$ cat src/rtl/stq_pkg.sv
// ----------------------------------------------------------------------------
// stq_pkg
// Shared constants, operation codes and the command and status bundles that
// join the sorted timer queue controller to its datapath.
// ----------------------------------------------------------------------------
`default_nettype none

package stq_pkg;

  localparam int NumTimers  = 16;
  localparam int IdW        = $clog2(NumTimers);
  localparam int CntW       = $clog2(NumTimers + 1);
  localparam int TimeW      = 64;
  localparam int MaxResults = 16;
  localparam int ResW       = $clog2(MaxResults + 1);

  localparam logic [TimeW-1:0] TimeMax = {1'b0, {(TimeW-1){1'b1}}};

  // Operation codes of a request. Code 3 is unused and answers a plain reply.
  localparam logic [1:0] OP_ARM    = 2'd0;
  localparam logic [1:0] OP_DISARM = 2'd1;
  localparam logic [1:0] OP_TICK   = 2'd2;

  typedef logic [IdW-1:0]          slot_t;
  typedef logic signed [TimeW-1:0] time_t;

  typedef struct packed {
    logic in_ready;
    logic pos_clr;
    logic pos_inc;
    logic use_head;
    logic remove;
    logic insert;
    logic pop;
    logic out_load;
    logic out_fired;
    logic out_status;
    logic out_last;
  } dp_cmd_t;

  typedef struct packed {
    logic       in_fire;
    logic [1:0] op;
    logic       id_armed;
    logic       slot_match;
    logic       wake_lt_time;
    logic       time_lt_wake;
    logic       at_end;
    logic       empty;
    logic       pop_limit;
    logic       out_free;
  } dp_stat_t;

endpackage

`default_nettype wire

$ cat src/rtl/stq_if.sv
// ----------------------------------------------------------------------------
// stq_in_if / stq_out_if
// Valid/ready channels that carry timer requests in and results out.
// ----------------------------------------------------------------------------
`default_nettype none

interface stq_in_if;
  logic                 valid;
  logic                 ready;
  logic [1:0]           operation;
  logic [3:0]           timer_id;
  logic signed [63:0]   time_value;

  modport source (output valid, operation, timer_id, time_value, input ready);
  modport sink   (input valid, operation, timer_id, time_value, output ready);
endinterface

interface stq_out_if;
  logic                 valid;
  logic                 ready;
  logic                 status;
  logic                 fired;
  logic [3:0]           fired_id;
  logic signed [63:0]   fired_wake_time;
  logic signed [63:0]   head_wake_time;
  logic                 new_earliest;
  logic                 last;

  modport source (output valid, status, fired, fired_id, fired_wake_time,
                  head_wake_time, new_earliest, last, input ready);
  modport sink   (input valid, status, fired, fired_id, fired_wake_time,
                  head_wake_time, new_earliest, last, output ready);
endinterface

`default_nettype wire

$ cat src/rtl/stq_datapath.sv
// ----------------------------------------------------------------------------
// stq_datapath
// Sorted slot list, per-slot wake times and armed flags, the walk position,
// and the result register.
// ----------------------------------------------------------------------------
`default_nettype none

module stq_datapath (
  input  wire logic              clk,
  input  wire logic              rst,
  input  stq_pkg::dp_cmd_t       cmd,
  output stq_pkg::dp_stat_t      stat,
  stq_in_if.sink                 in_req,
  stq_out_if.source              out_res
);
  import stq_pkg::*;

  logic [1:0]          op_q;
  slot_t               id_q;
  time_t               time_q;
  logic [CntW-1:0]     pos;
  logic [ResW-1:0]     pop_n;
  logic [CntW-1:0]     count;
  slot_t               order [NumTimers];
  time_t               wake  [NumTimers];
  logic [NumTimers-1:0] armed;
  logic                early;
  slot_t               fired_id_q;
  time_t               fired_wake_q;

  logic                out_valid;
  logic                in_fire;
  slot_t               rd_idx;
  slot_t               rd_slot;
  time_t               rd_wake;
  time_t               head_time;

  assign in_req.ready = cmd.in_ready;
  assign in_fire      = in_req.valid && cmd.in_ready;

  // One read port into the list; the head is read at position zero.
  assign rd_idx    = cmd.use_head ? '0 : pos[IdW-1:0];
  assign rd_slot   = order[rd_idx];
  assign rd_wake   = wake[rd_slot];
  assign head_time = (count == '0) ? time_t'(TimeMax) : rd_wake;

  assign stat.in_fire      = in_fire;
  assign stat.op           = op_q;
  assign stat.id_armed     = armed[id_q];
  assign stat.slot_match   = (rd_slot == id_q);
  assign stat.wake_lt_time = (rd_wake < time_q);
  assign stat.time_lt_wake = (time_q < rd_wake);
  assign stat.at_end       = (pos == count);
  assign stat.empty        = (count == '0);
  assign stat.pop_limit    = (pop_n == ResW'(MaxResults));
  assign stat.out_free     = !out_valid || out_res.ready;

  always_ff @(posedge clk) begin
    if (in_fire) begin
      op_q   <= in_req.operation;
      id_q   <= in_req.timer_id;
      time_q <= in_req.time_value;
    end
  end

  always_ff @(posedge clk) begin
    if (rst) begin
      pos   <= '0;
      pop_n <= '0;
      count <= '0;
      armed <= '0;
      early <= 1'b0;
    end else begin
      if (in_fire || cmd.pos_clr) begin
        pos <= '0;
      end else if (cmd.pos_inc) begin
        pos <= pos + CntW'(1);
      end
      if (in_fire) begin
        pop_n <= '0;
        early <= 1'b0;
      end
      if (cmd.remove || cmd.pop) begin
        count          <= count - CntW'(1);
        armed[rd_slot] <= 1'b0;
      end else if (cmd.insert) begin
        count       <= count + CntW'(1);
        armed[id_q] <= 1'b1;
        early       <= (pos == '0);
      end
      if (cmd.pop) begin
        pop_n <= pop_n + ResW'(1);
      end
    end
  end

  // List shifts: a removal closes the gap at the read position, an insert
  // opens one there.
  always_ff @(posedge clk) begin
    if (cmd.remove || cmd.pop) begin
      for (int i = 0; i < NumTimers - 1; i++) begin
        if (IdW'(i) >= rd_idx) begin
          order[i] <= order[i+1];
        end
      end
    end else if (cmd.insert) begin
      for (int i = 1; i < NumTimers; i++) begin
        if (IdW'(i) > rd_idx) begin
          order[i] <= order[i-1];
        end
      end
      order[rd_idx] <= id_q;
    end
  end

  always_ff @(posedge clk) begin
    if (cmd.insert) begin
      wake[id_q] <= time_q;
    end
    if (cmd.pop) begin
      fired_id_q   <= rd_slot;
      fired_wake_q <= rd_wake;
    end
  end

  always_ff @(posedge clk) begin
    if (rst) begin
      out_valid <= 1'b0;
    end else if (cmd.out_load) begin
      out_valid <= 1'b1;
    end else if (out_res.ready) begin
      out_valid <= 1'b0;
    end
  end

  always_ff @(posedge clk) begin
    if (cmd.out_load) begin
      out_res.status          <= cmd.out_status;
      out_res.fired           <= cmd.out_fired;
      out_res.fired_id        <= cmd.out_fired ? fired_id_q : '0;
      out_res.fired_wake_time <= cmd.out_fired ? fired_wake_q : '0;
      out_res.head_wake_time  <= head_time;
      out_res.new_earliest    <= cmd.out_fired ? 1'b0 : early;
      out_res.last            <= cmd.out_last;
    end
  end

  assign out_res.valid = out_valid;

endmodule

`default_nettype wire

$ cat src/rtl/stq_ctrl.sv
// ----------------------------------------------------------------------------
// stq_ctrl
// Sequencer for arm, disarm and tick: walks the sorted list one position per
// cycle and steps the datapath through removal, insertion and expiry.
// ----------------------------------------------------------------------------
`default_nettype none

module stq_ctrl (
  input  wire logic          clk,
  input  wire logic          rst,
  input  stq_pkg::dp_stat_t  stat,
  output stq_pkg::dp_cmd_t   cmd
);
  import stq_pkg::*;

  typedef enum logic [6:0] {
    S_IDLE      = 7'b0000001,
    S_DECODE    = 7'b0000010,
    S_REMOVE    = 7'b0000100,
    S_SEARCH    = 7'b0001000,
    S_REPLY     = 7'b0010000,
    S_TICK_CHK  = 7'b0100000,
    S_TICK_EMIT = 7'b1000000
  } state_t;

  state_t state, state_next;
  logic   reply_status, reply_status_next;
  logic   due;
  logic   more;

  assign due  = !stat.empty && !stat.time_lt_wake;
  assign more = due && !stat.pop_limit;

  always_ff @(posedge clk) begin
    if (rst) begin
      state        <= S_IDLE;
      reply_status <= 1'b0;
    end else begin
      state        <= state_next;
      reply_status <= reply_status_next;
    end
  end

  always_comb begin
    state_next        = state;
    reply_status_next = reply_status;
    cmd               = '0;
    unique case (state)
      S_IDLE: begin
        cmd.in_ready = 1'b1;
        if (stat.in_fire) begin
          state_next = S_DECODE;
        end
      end
      S_DECODE: begin
        reply_status_next = 1'b0;
        if (stat.op == OP_ARM) begin
          state_next = stat.id_armed ? S_REMOVE : S_SEARCH;
        end else if (stat.op == OP_DISARM) begin
          state_next        = stat.id_armed ? S_REMOVE : S_REPLY;
          reply_status_next = !stat.id_armed;
        end else if (stat.op == OP_TICK) begin
          state_next = S_TICK_CHK;
        end else begin
          state_next = S_REPLY;
        end
      end
      S_REMOVE: begin
        if (stat.slot_match) begin
          cmd.remove  = 1'b1;
          cmd.pos_clr = 1'b1;
          state_next  = (stat.op == OP_ARM) ? S_SEARCH : S_REPLY;
        end else begin
          cmd.pos_inc = 1'b1;
        end
      end
      S_SEARCH: begin
        if (stat.at_end || !stat.wake_lt_time) begin
          cmd.insert = 1'b1;
          state_next = S_REPLY;
        end else begin
          cmd.pos_inc = 1'b1;
        end
      end
      S_REPLY: begin
        cmd.use_head = 1'b1;
        if (stat.out_free) begin
          cmd.out_load   = 1'b1;
          cmd.out_status = reply_status;
          cmd.out_last   = 1'b1;
          state_next     = S_IDLE;
        end
      end
      S_TICK_CHK: begin
        cmd.use_head = 1'b1;
        if (due) begin
          cmd.pop    = 1'b1;
          state_next = S_TICK_EMIT;
        end else begin
          state_next = S_REPLY;
        end
      end
      S_TICK_EMIT: begin
        cmd.use_head = 1'b1;
        if (stat.out_free) begin
          cmd.out_load  = 1'b1;
          cmd.out_fired = 1'b1;
          cmd.out_last  = !more;
          state_next    = more ? S_TICK_CHK : S_IDLE;
        end
      end
      default: begin
        state_next = S_IDLE;
      end
    endcase
  end

endmodule

`default_nettype wire

$ cat src/rtl/sorted_timer_queue_unit.sv
// ----------------------------------------------------------------------------
// sorted_timer_queue_unit
// Sixteen timers kept in a list sorted by wake time, served by arm, disarm
// and tick requests.
// ----------------------------------------------------------------------------
// Arm walks the list to remove the old entry when the timer was armed, then walks
//   to its new position and inserts; disarm walks to the entry and removes it.
// Tick pops due timers from the head, one result each, or replies when none is due.
// One request at a time; the list walk goes one position per clock. The next request
//   is taken the cycle after its last result is loaded, even while that result waits.
// Reset (rst, synchronous) empties the queue and disarms every slot.
`default_nettype none

module sorted_timer_queue_unit (
  input  wire logic  clk,
  input  wire logic  rst,
  stq_in_if.sink     in_req,
  stq_out_if.source  out_res
);
  import stq_pkg::*;

  dp_cmd_t  cmd;
  dp_stat_t stat;

  // The controller sequences each request; it never touches the list
  // directly, only through the command bundle.
  stq_ctrl u_ctrl (
    .clk  (clk),
    .rst  (rst),
    .stat (stat),
    .cmd  (cmd)
  );

  // The datapath holds the sorted slot list, wake times, armed flags and the
  // result register. Every 4-bit timer id names a valid slot.
  stq_datapath u_dp (
    .clk     (clk),
    .rst     (rst),
    .cmd     (cmd),
    .stat    (stat),
    .in_req  (in_req),
    .out_res (out_res)
  );

endmodule

`default_nettype wire

$ cat src/flat_wrapper.sv
// flat-port wrapper written by rule: the top's interface ports become plain ports
module sorted_timer_queue_unit_flat import stq_pkg::*;
  (clk, rst, in_req_valid, in_req_operation, in_req_timer_id, in_req_time_value, in_req_ready, out_res_valid, out_res_status, out_res_fired, out_res_fired_id, out_res_fired_wake_time, out_res_head_wake_time, out_res_new_earliest, out_res_last, out_res_ready);
  stq_in_if in_req_i ();
  stq_out_if out_res_i ();
  input  wire logic clk;
  input  wire logic rst;
  input wire logic [$bits(in_req_i.valid)-1:0] in_req_valid;
  input wire logic [$bits(in_req_i.operation)-1:0] in_req_operation;
  input wire logic [$bits(in_req_i.timer_id)-1:0] in_req_timer_id;
  input wire logic [$bits(in_req_i.time_value)-1:0] in_req_time_value;
  output wire logic [$bits(in_req_i.ready)-1:0] in_req_ready;
  output wire logic [$bits(out_res_i.valid)-1:0] out_res_valid;
  output wire logic [$bits(out_res_i.status)-1:0] out_res_status;
  output wire logic [$bits(out_res_i.fired)-1:0] out_res_fired;
  output wire logic [$bits(out_res_i.fired_id)-1:0] out_res_fired_id;
  output wire logic [$bits(out_res_i.fired_wake_time)-1:0] out_res_fired_wake_time;
  output wire logic [$bits(out_res_i.head_wake_time)-1:0] out_res_head_wake_time;
  output wire logic [$bits(out_res_i.new_earliest)-1:0] out_res_new_earliest;
  output wire logic [$bits(out_res_i.last)-1:0] out_res_last;
  input wire logic [$bits(out_res_i.ready)-1:0] out_res_ready;
  assign in_req_i.valid = in_req_valid;
  assign in_req_i.operation = in_req_operation;
  assign in_req_i.timer_id = in_req_timer_id;
  assign in_req_i.time_value = in_req_time_value;
  assign in_req_ready = in_req_i.ready;
  assign out_res_valid = out_res_i.valid;
  assign out_res_status = out_res_i.status;
  assign out_res_fired = out_res_i.fired;
  assign out_res_fired_id = out_res_i.fired_id;
  assign out_res_fired_wake_time = out_res_i.fired_wake_time;
  assign out_res_head_wake_time = out_res_i.head_wake_time;
  assign out_res_new_earliest = out_res_i.new_earliest;
  assign out_res_last = out_res_i.last;
  assign out_res_i.ready = out_res_ready;
  sorted_timer_queue_unit u_core (.clk(clk), .rst(rst), .in_req(in_req_i), .out_res(out_res_i));
endmodule
$ cat config.mk
export PLATFORM = sky130hd
export DESIGN_NAME = sorted_timer_queue_unit_flat
export DESIGN_NICKNAME = d
export VERILOG_FILES = /design/src/rtl/stq_pkg.sv /design/src/rtl/stq_if.sv /design/src/rtl/stq_datapath.sv /design/src/rtl/stq_ctrl.sv /design/src/rtl/sorted_timer_queue_unit.sv /design/src/flat_wrapper.sv
export SDC_FILE = /design/constraint.sdc
export NUM_CORES = 2
export LEC_CHECK = 0
export ABC_AREA = 0
export ABC_CLOCK_PERIOD_IN_PS = 10830
export BUFFER_PORTS_ARGS = -buffer_cell sky130_fd_sc_hd__clkbuf_2
export CORE_MARGIN = 3
export CORE_UTILIZATION = 56
export DETAILED_ROUTE_END_ITERATION = 10
export HOLD_SLACK_MARGIN = 0.05
export PLACE_DENSITY_LB_ADDON = 0.08
export SLEW_MARGIN = 10
export SYNTH_ARGS = -nofsm -noshare
export SYNTH_HDL_FRONTEND = slang
export SYNTH_SLANG_ARGS = --single-unit
export TNS_END_PERCENT = 10
$ cat constraint.sdc
create_clock -name clk -period 10.83 [get_ports clk]
set_input_delay 0.5415 -clock clk [delete_from_list [all_inputs] [get_ports clk]]
set_output_delay 0.5415 -clock clk [all_outputs]
set_load 0.01 [all_outputs]
* Word-level counts from Yosys, hierarchy flattened *
Memories as Yosys holds them, arrays and structs flattened.
Cells that the tools add are included.

word-level totals
  register bits after elaboration = 315
  memory bits (writable) = 1088
  input port bits = 74
  output and inout port bits = 138
  memories kept = 2

memories
  memory             words  width  read ports  clocked after Yosys merged registers in  write ports  RTL line            text
  u_core.u_dp.wake   16     64     1           0                                        1            stq_datapath.sv:25  time_t wake [NumTimers];
  u_core.u_dp.order  16     4      17          0                                        16           stq_datapath.sv:24  slot_t order [NumTimers];

operators by class
  add/sub/neg operators = 4
  order comparisons = 36
  equality and inequality tests = 17
  muxes and demuxes = 178
  bitwise logic cells = 17
  reduce and logical (&&, ||, !) cells = 27

operator list
  kind                                                                number
  2-to-1 mux 1 bit                                                    134
  < comparator 64 bit                                                 2
  2-to-1 mux 4 bit                                                    18
  case mux 7 bit (7 select lines)                                     1
  2-to-1 mux 7 bit                                                    6
  greater-than comparator 4 bit (first input constant)                8
  2-to-1 mux 16 bit                                                   2
  2-to-1 mux 5 bit                                                    6
  greater-or-equal comparator 4 bit (first input constant)            7
  2-to-1 mux 6 bit                                                    4
  bitwise AND 16 bit                                                  1
  greater-or-equal comparator 3 x 4 -> 1 bit (first input constant)   4
  greater-than comparator 3 x 4 -> 1 bit (first input constant)       4
  NOT 16 bit                                                          1
  bitwise OR 16 bit                                                   1
  adder 5 x 1 -> 5 bit (second input constant)                        3
  bitwise OR 1 bit                                                    14
  zero test 5 bit                                                     2
  < comparator 4 x 5 -> 1 bit (second input constant)                 2
  demux 1 bit (select 4 bit)                                          2
  greater-or-equal comparator 1 x 4 -> 1 bit (first input constant)   2
  greater-or-equal comparator 2 x 4 -> 1 bit (first input constant)   2
  greater-or-equal comparator 4 x 1 -> 1 bit (second input constant)  2
  greater-than comparator 2 x 4 -> 1 bit (first input constant)       2
  other kinds (29)                                                    49

* Logic depth before layout (Yosys ltp) *
An unclocked memory read counts as a cell.

  word-level depth = 16
  depth in mapped cells = 31
  mapped depth without buffers = 26

* Hierarchy *
Synthesis repeated with hierarchy kept, for this count alone.

second synthesis, totals
  cells, all modules = 3639
  area total of the unflattened synthesis = 56269.0 um2

by module, submodules not included
  module        times used  cells each  area each (um2)
  stq_datapath  1           3546        55530.8
  stq_ctrl      1           93          738.2

* Worst setup path before layout *
Ideal clock, no wire load.

  path type = reg2reg
  from = register u_core.u_ctrl.state[0]
  to = memory u_core.u_dp.wake[8][0] (netlist name), enable pin
  library setup time = 564 ps
  arrival time = 9977 ps
  required time = 10266 ps
  path slack = 289 ps
  cell stages (with the launch flop) = 27
  buffers on the path = 5
  clock period less this slack = 10541 ps
  cells stage by stage = dfxtp_1 -> nor4_4 -> o211a_4 -> nor4_1 -> or4_1 -> buf_2 -> inv_4 -> buf_4 -> buf_2 -> clkbuf_1 -> nand2_1 -> a311oi_1 -> a31oi_1 -> a21o_1 -> ha_1 -> nand4_1 -> nor4_2 -> nand4_1 -> or4_1 -> nor2_2 -> nor3_1 -> o21ai_4 -> nand2_4 -> inv_1 -> buf_2 -> nand3_1 -> nor3_1

on the way
  longest elaborated chain between the ends = 13

ends and longest elaborated chain
  what                                               RTL line             text
  start, declared                                    stq_ctrl.sv:26       state_t state, state_next;
  start signal, assigned                             stq_ctrl.sv:39       state <= state_next;
  equality test 7 bit, or another cell as far along  stq_ctrl.sv:48       unique case (state)
  OR reduction 3 bit (no source line)                --
  2-to-1 mux 1 bit                                   stq_ctrl.sv:48
  2-to-1 mux 4 bit                                   stq_datapath.sv:42   assign rd_idx = cmd.use_head ? '0 : pos[IdW-1:0];
  memory (16 x 4 bit)                                --
  memory (16 x 64 bit)                               --
  < comparator 64 bit                                stq_datapath.sv:51   assign stat.wake_lt_time = (rd_wake < time_q);
  zero test 1 bit                                    stq_ctrl.sv:78       if (stat.at_end || !stat.wake_lt_time) begin
  logical OR 1 bit                                   stq_ctrl.sv:78
  2-to-1 mux 1 bit                                   stq_ctrl.sv:78
  2-to-1 mux 1 bit (*)                               stq_ctrl.sv:48
  2-to-1 mux 1 bit (*)                               stq_datapath.sv:117  if (cmd.insert) begin
  2-to-1 mux 1 bit (not written as such) (*)         stq_datapath.sv:118  wake[id_q] <= time_q;
  end, declared                                      stq_datapath.sv:25

Every way passes the cells marked *; elsewhere a longest branch is shown, timed or not.

* Worst setup path in the final report *
  from = register u_core.u_dp.pos[1]
  to = memory u_core.u_dp.wake[2][18] (netlist name), enable pin

on the way
  longest elaborated chain between the ends = 10

ends and longest elaborated chain
  what                                        RTL line             text
  start, declared                             stq_datapath.sv:21   logic [CntW-1:0] pos;
  start signal, assigned                      stq_datapath.sv:77   pos <= pos + CntW'(1);
  2-to-1 mux 4 bit                            stq_datapath.sv:42
  memory (16 x 4 bit)                         --
  memory (16 x 64 bit)                        --
  < comparator 64 bit                         stq_datapath.sv:51
  zero test 1 bit                             stq_ctrl.sv:78
  logical OR 1 bit (*)                        stq_ctrl.sv:78
  2-to-1 mux 1 bit (*)                        stq_ctrl.sv:78
  2-to-1 mux 1 bit (*)                        stq_ctrl.sv:48
  2-to-1 mux 1 bit (*)                        stq_datapath.sv:117
  2-to-1 mux 1 bit (not written as such) (*)  stq_datapath.sv:118

Marked as above.

==> summary.md <==
| Metric | Value |
|---|---|
| Most used cell, CP | buf_4 |
| Register Area | 0.0417 mm2 |
| TritonCTS Sinks | 1,403 |
| Num ports | 212 |
| GP Congestion | 0.865 |
| TritonRoute pass-1 iters | 6 |
| Worst setup margin | 1.29 ns |
| Post-cts sizing count | 0 |
| Reg2reg end | u_core.u_dp.wake[2][18] |
| Syn Std Cell Area | 0.0577 mm2 |
| Post-place setup slack | 1.44 ns |
| Via count | 36,400 |
| CTS root buf | clkbuf_16 |
| Die width | 327 um |
| First DRT Iteration DRCs | 4,079 |
| Required time at the worst-slack endpoint | 11.23 ns |
| CTS buffer count | 143 |
| Post-CTS setup buffer count | 0 |
| Footprint of the multi-input gates | 0.0146 mm2 |
| Top-count cell post-synth | edfxtp_1 |
| Synth top area cells | edfxtp_1, nand2_1, a311oi_1, nand3_1, mux2i_1 |
| Sequential element share of the synthesized area | 0.723 |
| Worst Setup SP | u_core.u_dp.pos[1] |
| Total power | 0.0113 W |
| Cell count after synthesis | ~4,300 |
| Worst r2r path cells | 25 |
| CP Capture Type | flop |
| Starting Density | 0.565 |
| Drt total wl | 145 mm |
| Unrepaired setup endpoints after global routing | no |
| Final Hold Vio Count | 0 |
| Post-synth ARST share | 0 |
| CTS tree | done |
| Chip height | 327 um |
| Post-synth top cells | edfxtp_1, nand2_1, nand3_1 |
| Core box area | 0.102 mm2 |
| Net Count, Synth | between 4,000 and 5,000 |
| Clk buf depth | 3 |
| DRC | 0 |
| Power Density | 172 mW/mm2 |
| Fillers | 7,473 |
| Pins Over Slew Limit | 0 |
| Fin crit share | 0.881 |
| Min cycle time layout | 9.54 ns |
| Status | finished clean |
| Area leader, netlist | edfxtp_1 |
| Worst path bufs/invs | 6 |
| R2R Setup Slk | 1.29 ns |
| Post-synth top area share | 0.709 |
| Number of antenna diodes | 0 |
| First-pass GRT wire length | 218 mm |
| Largest net degree at the start of global routing | 167 |
| Worst Skew | 0.0310 ns |
| Dominant synthesized flop cell | edfxtp_1 |
| Vias per inst | 6.03 |
| CTS clk-pin slew, worst paths | ~0.060 ns |
| # H-tree levels | 4 |
| Area grow syn2layout | 13.8% |
| TNS Setup | 0 ns |
| Max Clk Rate | about 100 MHz |
| Layout cells sized above 1 | 0.121 |
| Avg WL per Cell | 24.0 um |
| R2R Path Start | u_core.u_dp.pos[1] |
| DP HPWL | 81.7 mm |
| Slew headroom | 0.207 |
| Ys Warns | 0 |
| I/O Buffers | 211 |
| Later-pin clock latency in the skew report | 0.75 ns |
| Initial antenna violation count | 2 |
| Critical path depth | 25 |
| Mean post-synth cell area | approximately 13 um2 |
| Die area | 0.107 mm2 |
| Worst Path Arrival | 9.94 ns |
| Startpoint types | flop |
| Peak VDD IR | 0.141 mV |
| Yosys reg bits | roughly 1,400 |
| End of the critical path | u_core.u_dp.wake[2][18] |
| CTS Hold Bufs | 70 |
| Total grt overflow | 0 |
| Row Count | 117 |
| Post-synth EDFFs | 1,362 |
| Max_cap viols | 0 |
| Highest cell delay on the worst timing path | 1.01 ns |
| Total Routing Usage GR | 0.269 |
| Worst path slowest cell | a221oi_1 |
| Crit Path Class | flop to flop |
| Number of setup violations in the final report | 0 |
| P_leak | 23.1 nW |
| Vias in the first global route | about 35,000 |
| Critical path fanouts, max | 166 |
| Worst Hold Class | input port to flop |
| Antenna viol nets, final | 0 |
| Unique masters post-synth | 78 |
| CP top delay family | compound AO/OA/AOI/OAI gates |
| Final nets | between 4,000 and 5,000 |
| Worst slew pin tran | 1.19 ns |
-- how the worst min path moves through the flow --
stage / to / cells after the start / slack (ns) / from
2_1_floorplan: u_core.u_dp.armed[12] / 2 / 0.44 / u_core.u_dp.armed[12]
3_3_place_gp: u_core.u_dp.armed[12] / 2 / 0.45 / u_core.u_dp.armed[12]
3_5_place_dp: u_core.u_dp.armed[12] / 2 / 0.46 / u_core.u_dp.armed[12]
4_1_cts: u_core.u_ctrl.state[0] / 4 / 0.13 / in_req_valid
5_1_grt: u_core.u_dp.out_res.valid / 3 / 0.17 / out_res_ready
6_report: u_core.u_ctrl.state[0] / 4 / 0.17 / in_req_valid
-- flip-flops by register name, indices dropped and copies added, names as in the netlist, 2 cells and up --
| signal | count |
|---|---|
| u_core.u_dp.wake | 1024 |
| u_core.u_dp.fired_wake_q | 64 |
| u_core.u_dp.order | 64 |
| u_core.u_dp.out_res.fired_wake_time | 64 |
| u_core.u_dp.out_res.head_wake_time | 64 |
| u_core.u_dp.time_q | 64 |
| u_core.u_dp.armed | 16 |
| u_core.u_ctrl.state | 7 |
| u_core.u_dp.count | 5 |
| u_core.u_dp.pop_n | 5 |
| u_core.u_dp.pos | 5 |
| u_core.u_dp.fired_id_q | 4 |
| u_core.u_dp.id_q | 4 |
| u_core.u_dp.out_res.fired_id | 4 |
| u_core.u_dp.op_q | 2 |
-- through the flow --
step	cell area [um2]	hold slack (ns)	std cells	utilization
2_1_floorplan	57700	0.436	4318	-
3_3_place_gp	60400	0.454	5707	0.592
3_5_place_dp	60400	0.462	5707	0.592
4_1_cts	65600	0.126	6029	0.643
5_1_grt	65600	0.173	6029	0.643
6_report	65600	0.172	6029	0.643
-- routing by layer --
layer,vias to the layer above,GRT usage,wire length (um),part of all wire
li1,16500,-,-,-
met1,18100,0.388,60900,0.42
met2,1598,0.424,68000,0.47
met3,233,0.0516,12300,0.085
met4,0,0.0766,3570,0.025
met5,-,0,0,0
-- layout by cell type, fill, tap and decap left out, types with 14 or more instances in the layout --
| cell type | netlist | final |
|---|---|---|
| a21o_1 | 68 | 68 |
| a21oi_1 | 56 | 56 |
| a311oi_1 | 193 | 193 |
| a31oi_1 | 66 | 66 |
| and2_1 | 72 | 72 |
| and3_1 | 134 | 133 |
| buf_12 | 0 | 20 |
| buf_4 | 5 | 59 |
| clkbuf_1 | 212 | 36 |
| clkbuf_16 | 0 | 148 |
| clkbuf_2 | 0 | 211 |
| clkinv_1 | 2 | 25 |
| clkinv_2 | 0 | 17 |
| dfxtp_1 | 41 | 41 |
| dlygate4sd3_1 | 0 | 70 |
| edfxtp_1 | 1362 | 1362 |
| ha_1 | 72 | 72 |
| inv_1 | 103 | 98 |
| mux2i_1 | 107 | 107 |
| mux4_2 | 15 | 15 |
| nand2_1 | 1141 | 1140 |
| nand3_1 | 279 | 279 |
| nand4_1 | 15 | 15 |
| nor2_1 | 71 | 61 |
| nor3_1 | 26 | 20 |
| nor3_2 | 8 | 14 |
| nor4_1 | 22 | 20 |
| o21ai_0 | 29 | 29 |
| o32ai_1 | 16 | 16 |
-- kinds of logic after synthesis --
family          Yosys count  synth area share
simple gates           1832             0.142
flops                  1403             0.723
compound gates          492            0.0653
buf+inv                 375            0.0257
mux                     132            0.0264
fa+ha+maj                72            0.0156
xor+xnor                 12           0.00195
-- worst register-to-register path: stages, from the launching register on --
cell and delay, ns:
dfxtp_1 0.66, buf_4 0.41, mux2i_1 0.13, a211oi_1 0.26, nor4_1 0.08, or4_4 0.71
inv_16 0.46, buf_4 0.67, nand2_1 0.10, and3_1 0.20, a311oi_1 0.28, a311oi_1 0.08
a21o_1 0.32, ha_1 0.36, and4_1 0.32, a221oi_1 1.01, o211ai_1 0.25, a211oi_1 0.45
buf_4 0.20, a21boi_2 0.09, o21ai_4 0.29, nand2_4 0.23, inv_1 0.19, nand3_1 0.31
nor2_4 0.71, buf_12 0.41
-- area by class of cell --
type,instances,area share
tap,1368,0.0261
inverter,106,0.00662
clock inverter,67,0.0107
multi-input combinational,2540,0.223
clock buffer,185,0.0587
sequential,1403,0.636
timing repair buffer,360,0.0396
-- report_power, final --
| part | internal, W | switching [W] |
|---|---|---|
| sequential | 0.00608 | 0.000154 |
| clock | 0.00278 | 0.00203 |
| combinational | 0.0000857 | 0.000174 |
| total | 0.00895 | 0.00236 |
No activity file was read; power rests on OpenSTA's default activity.
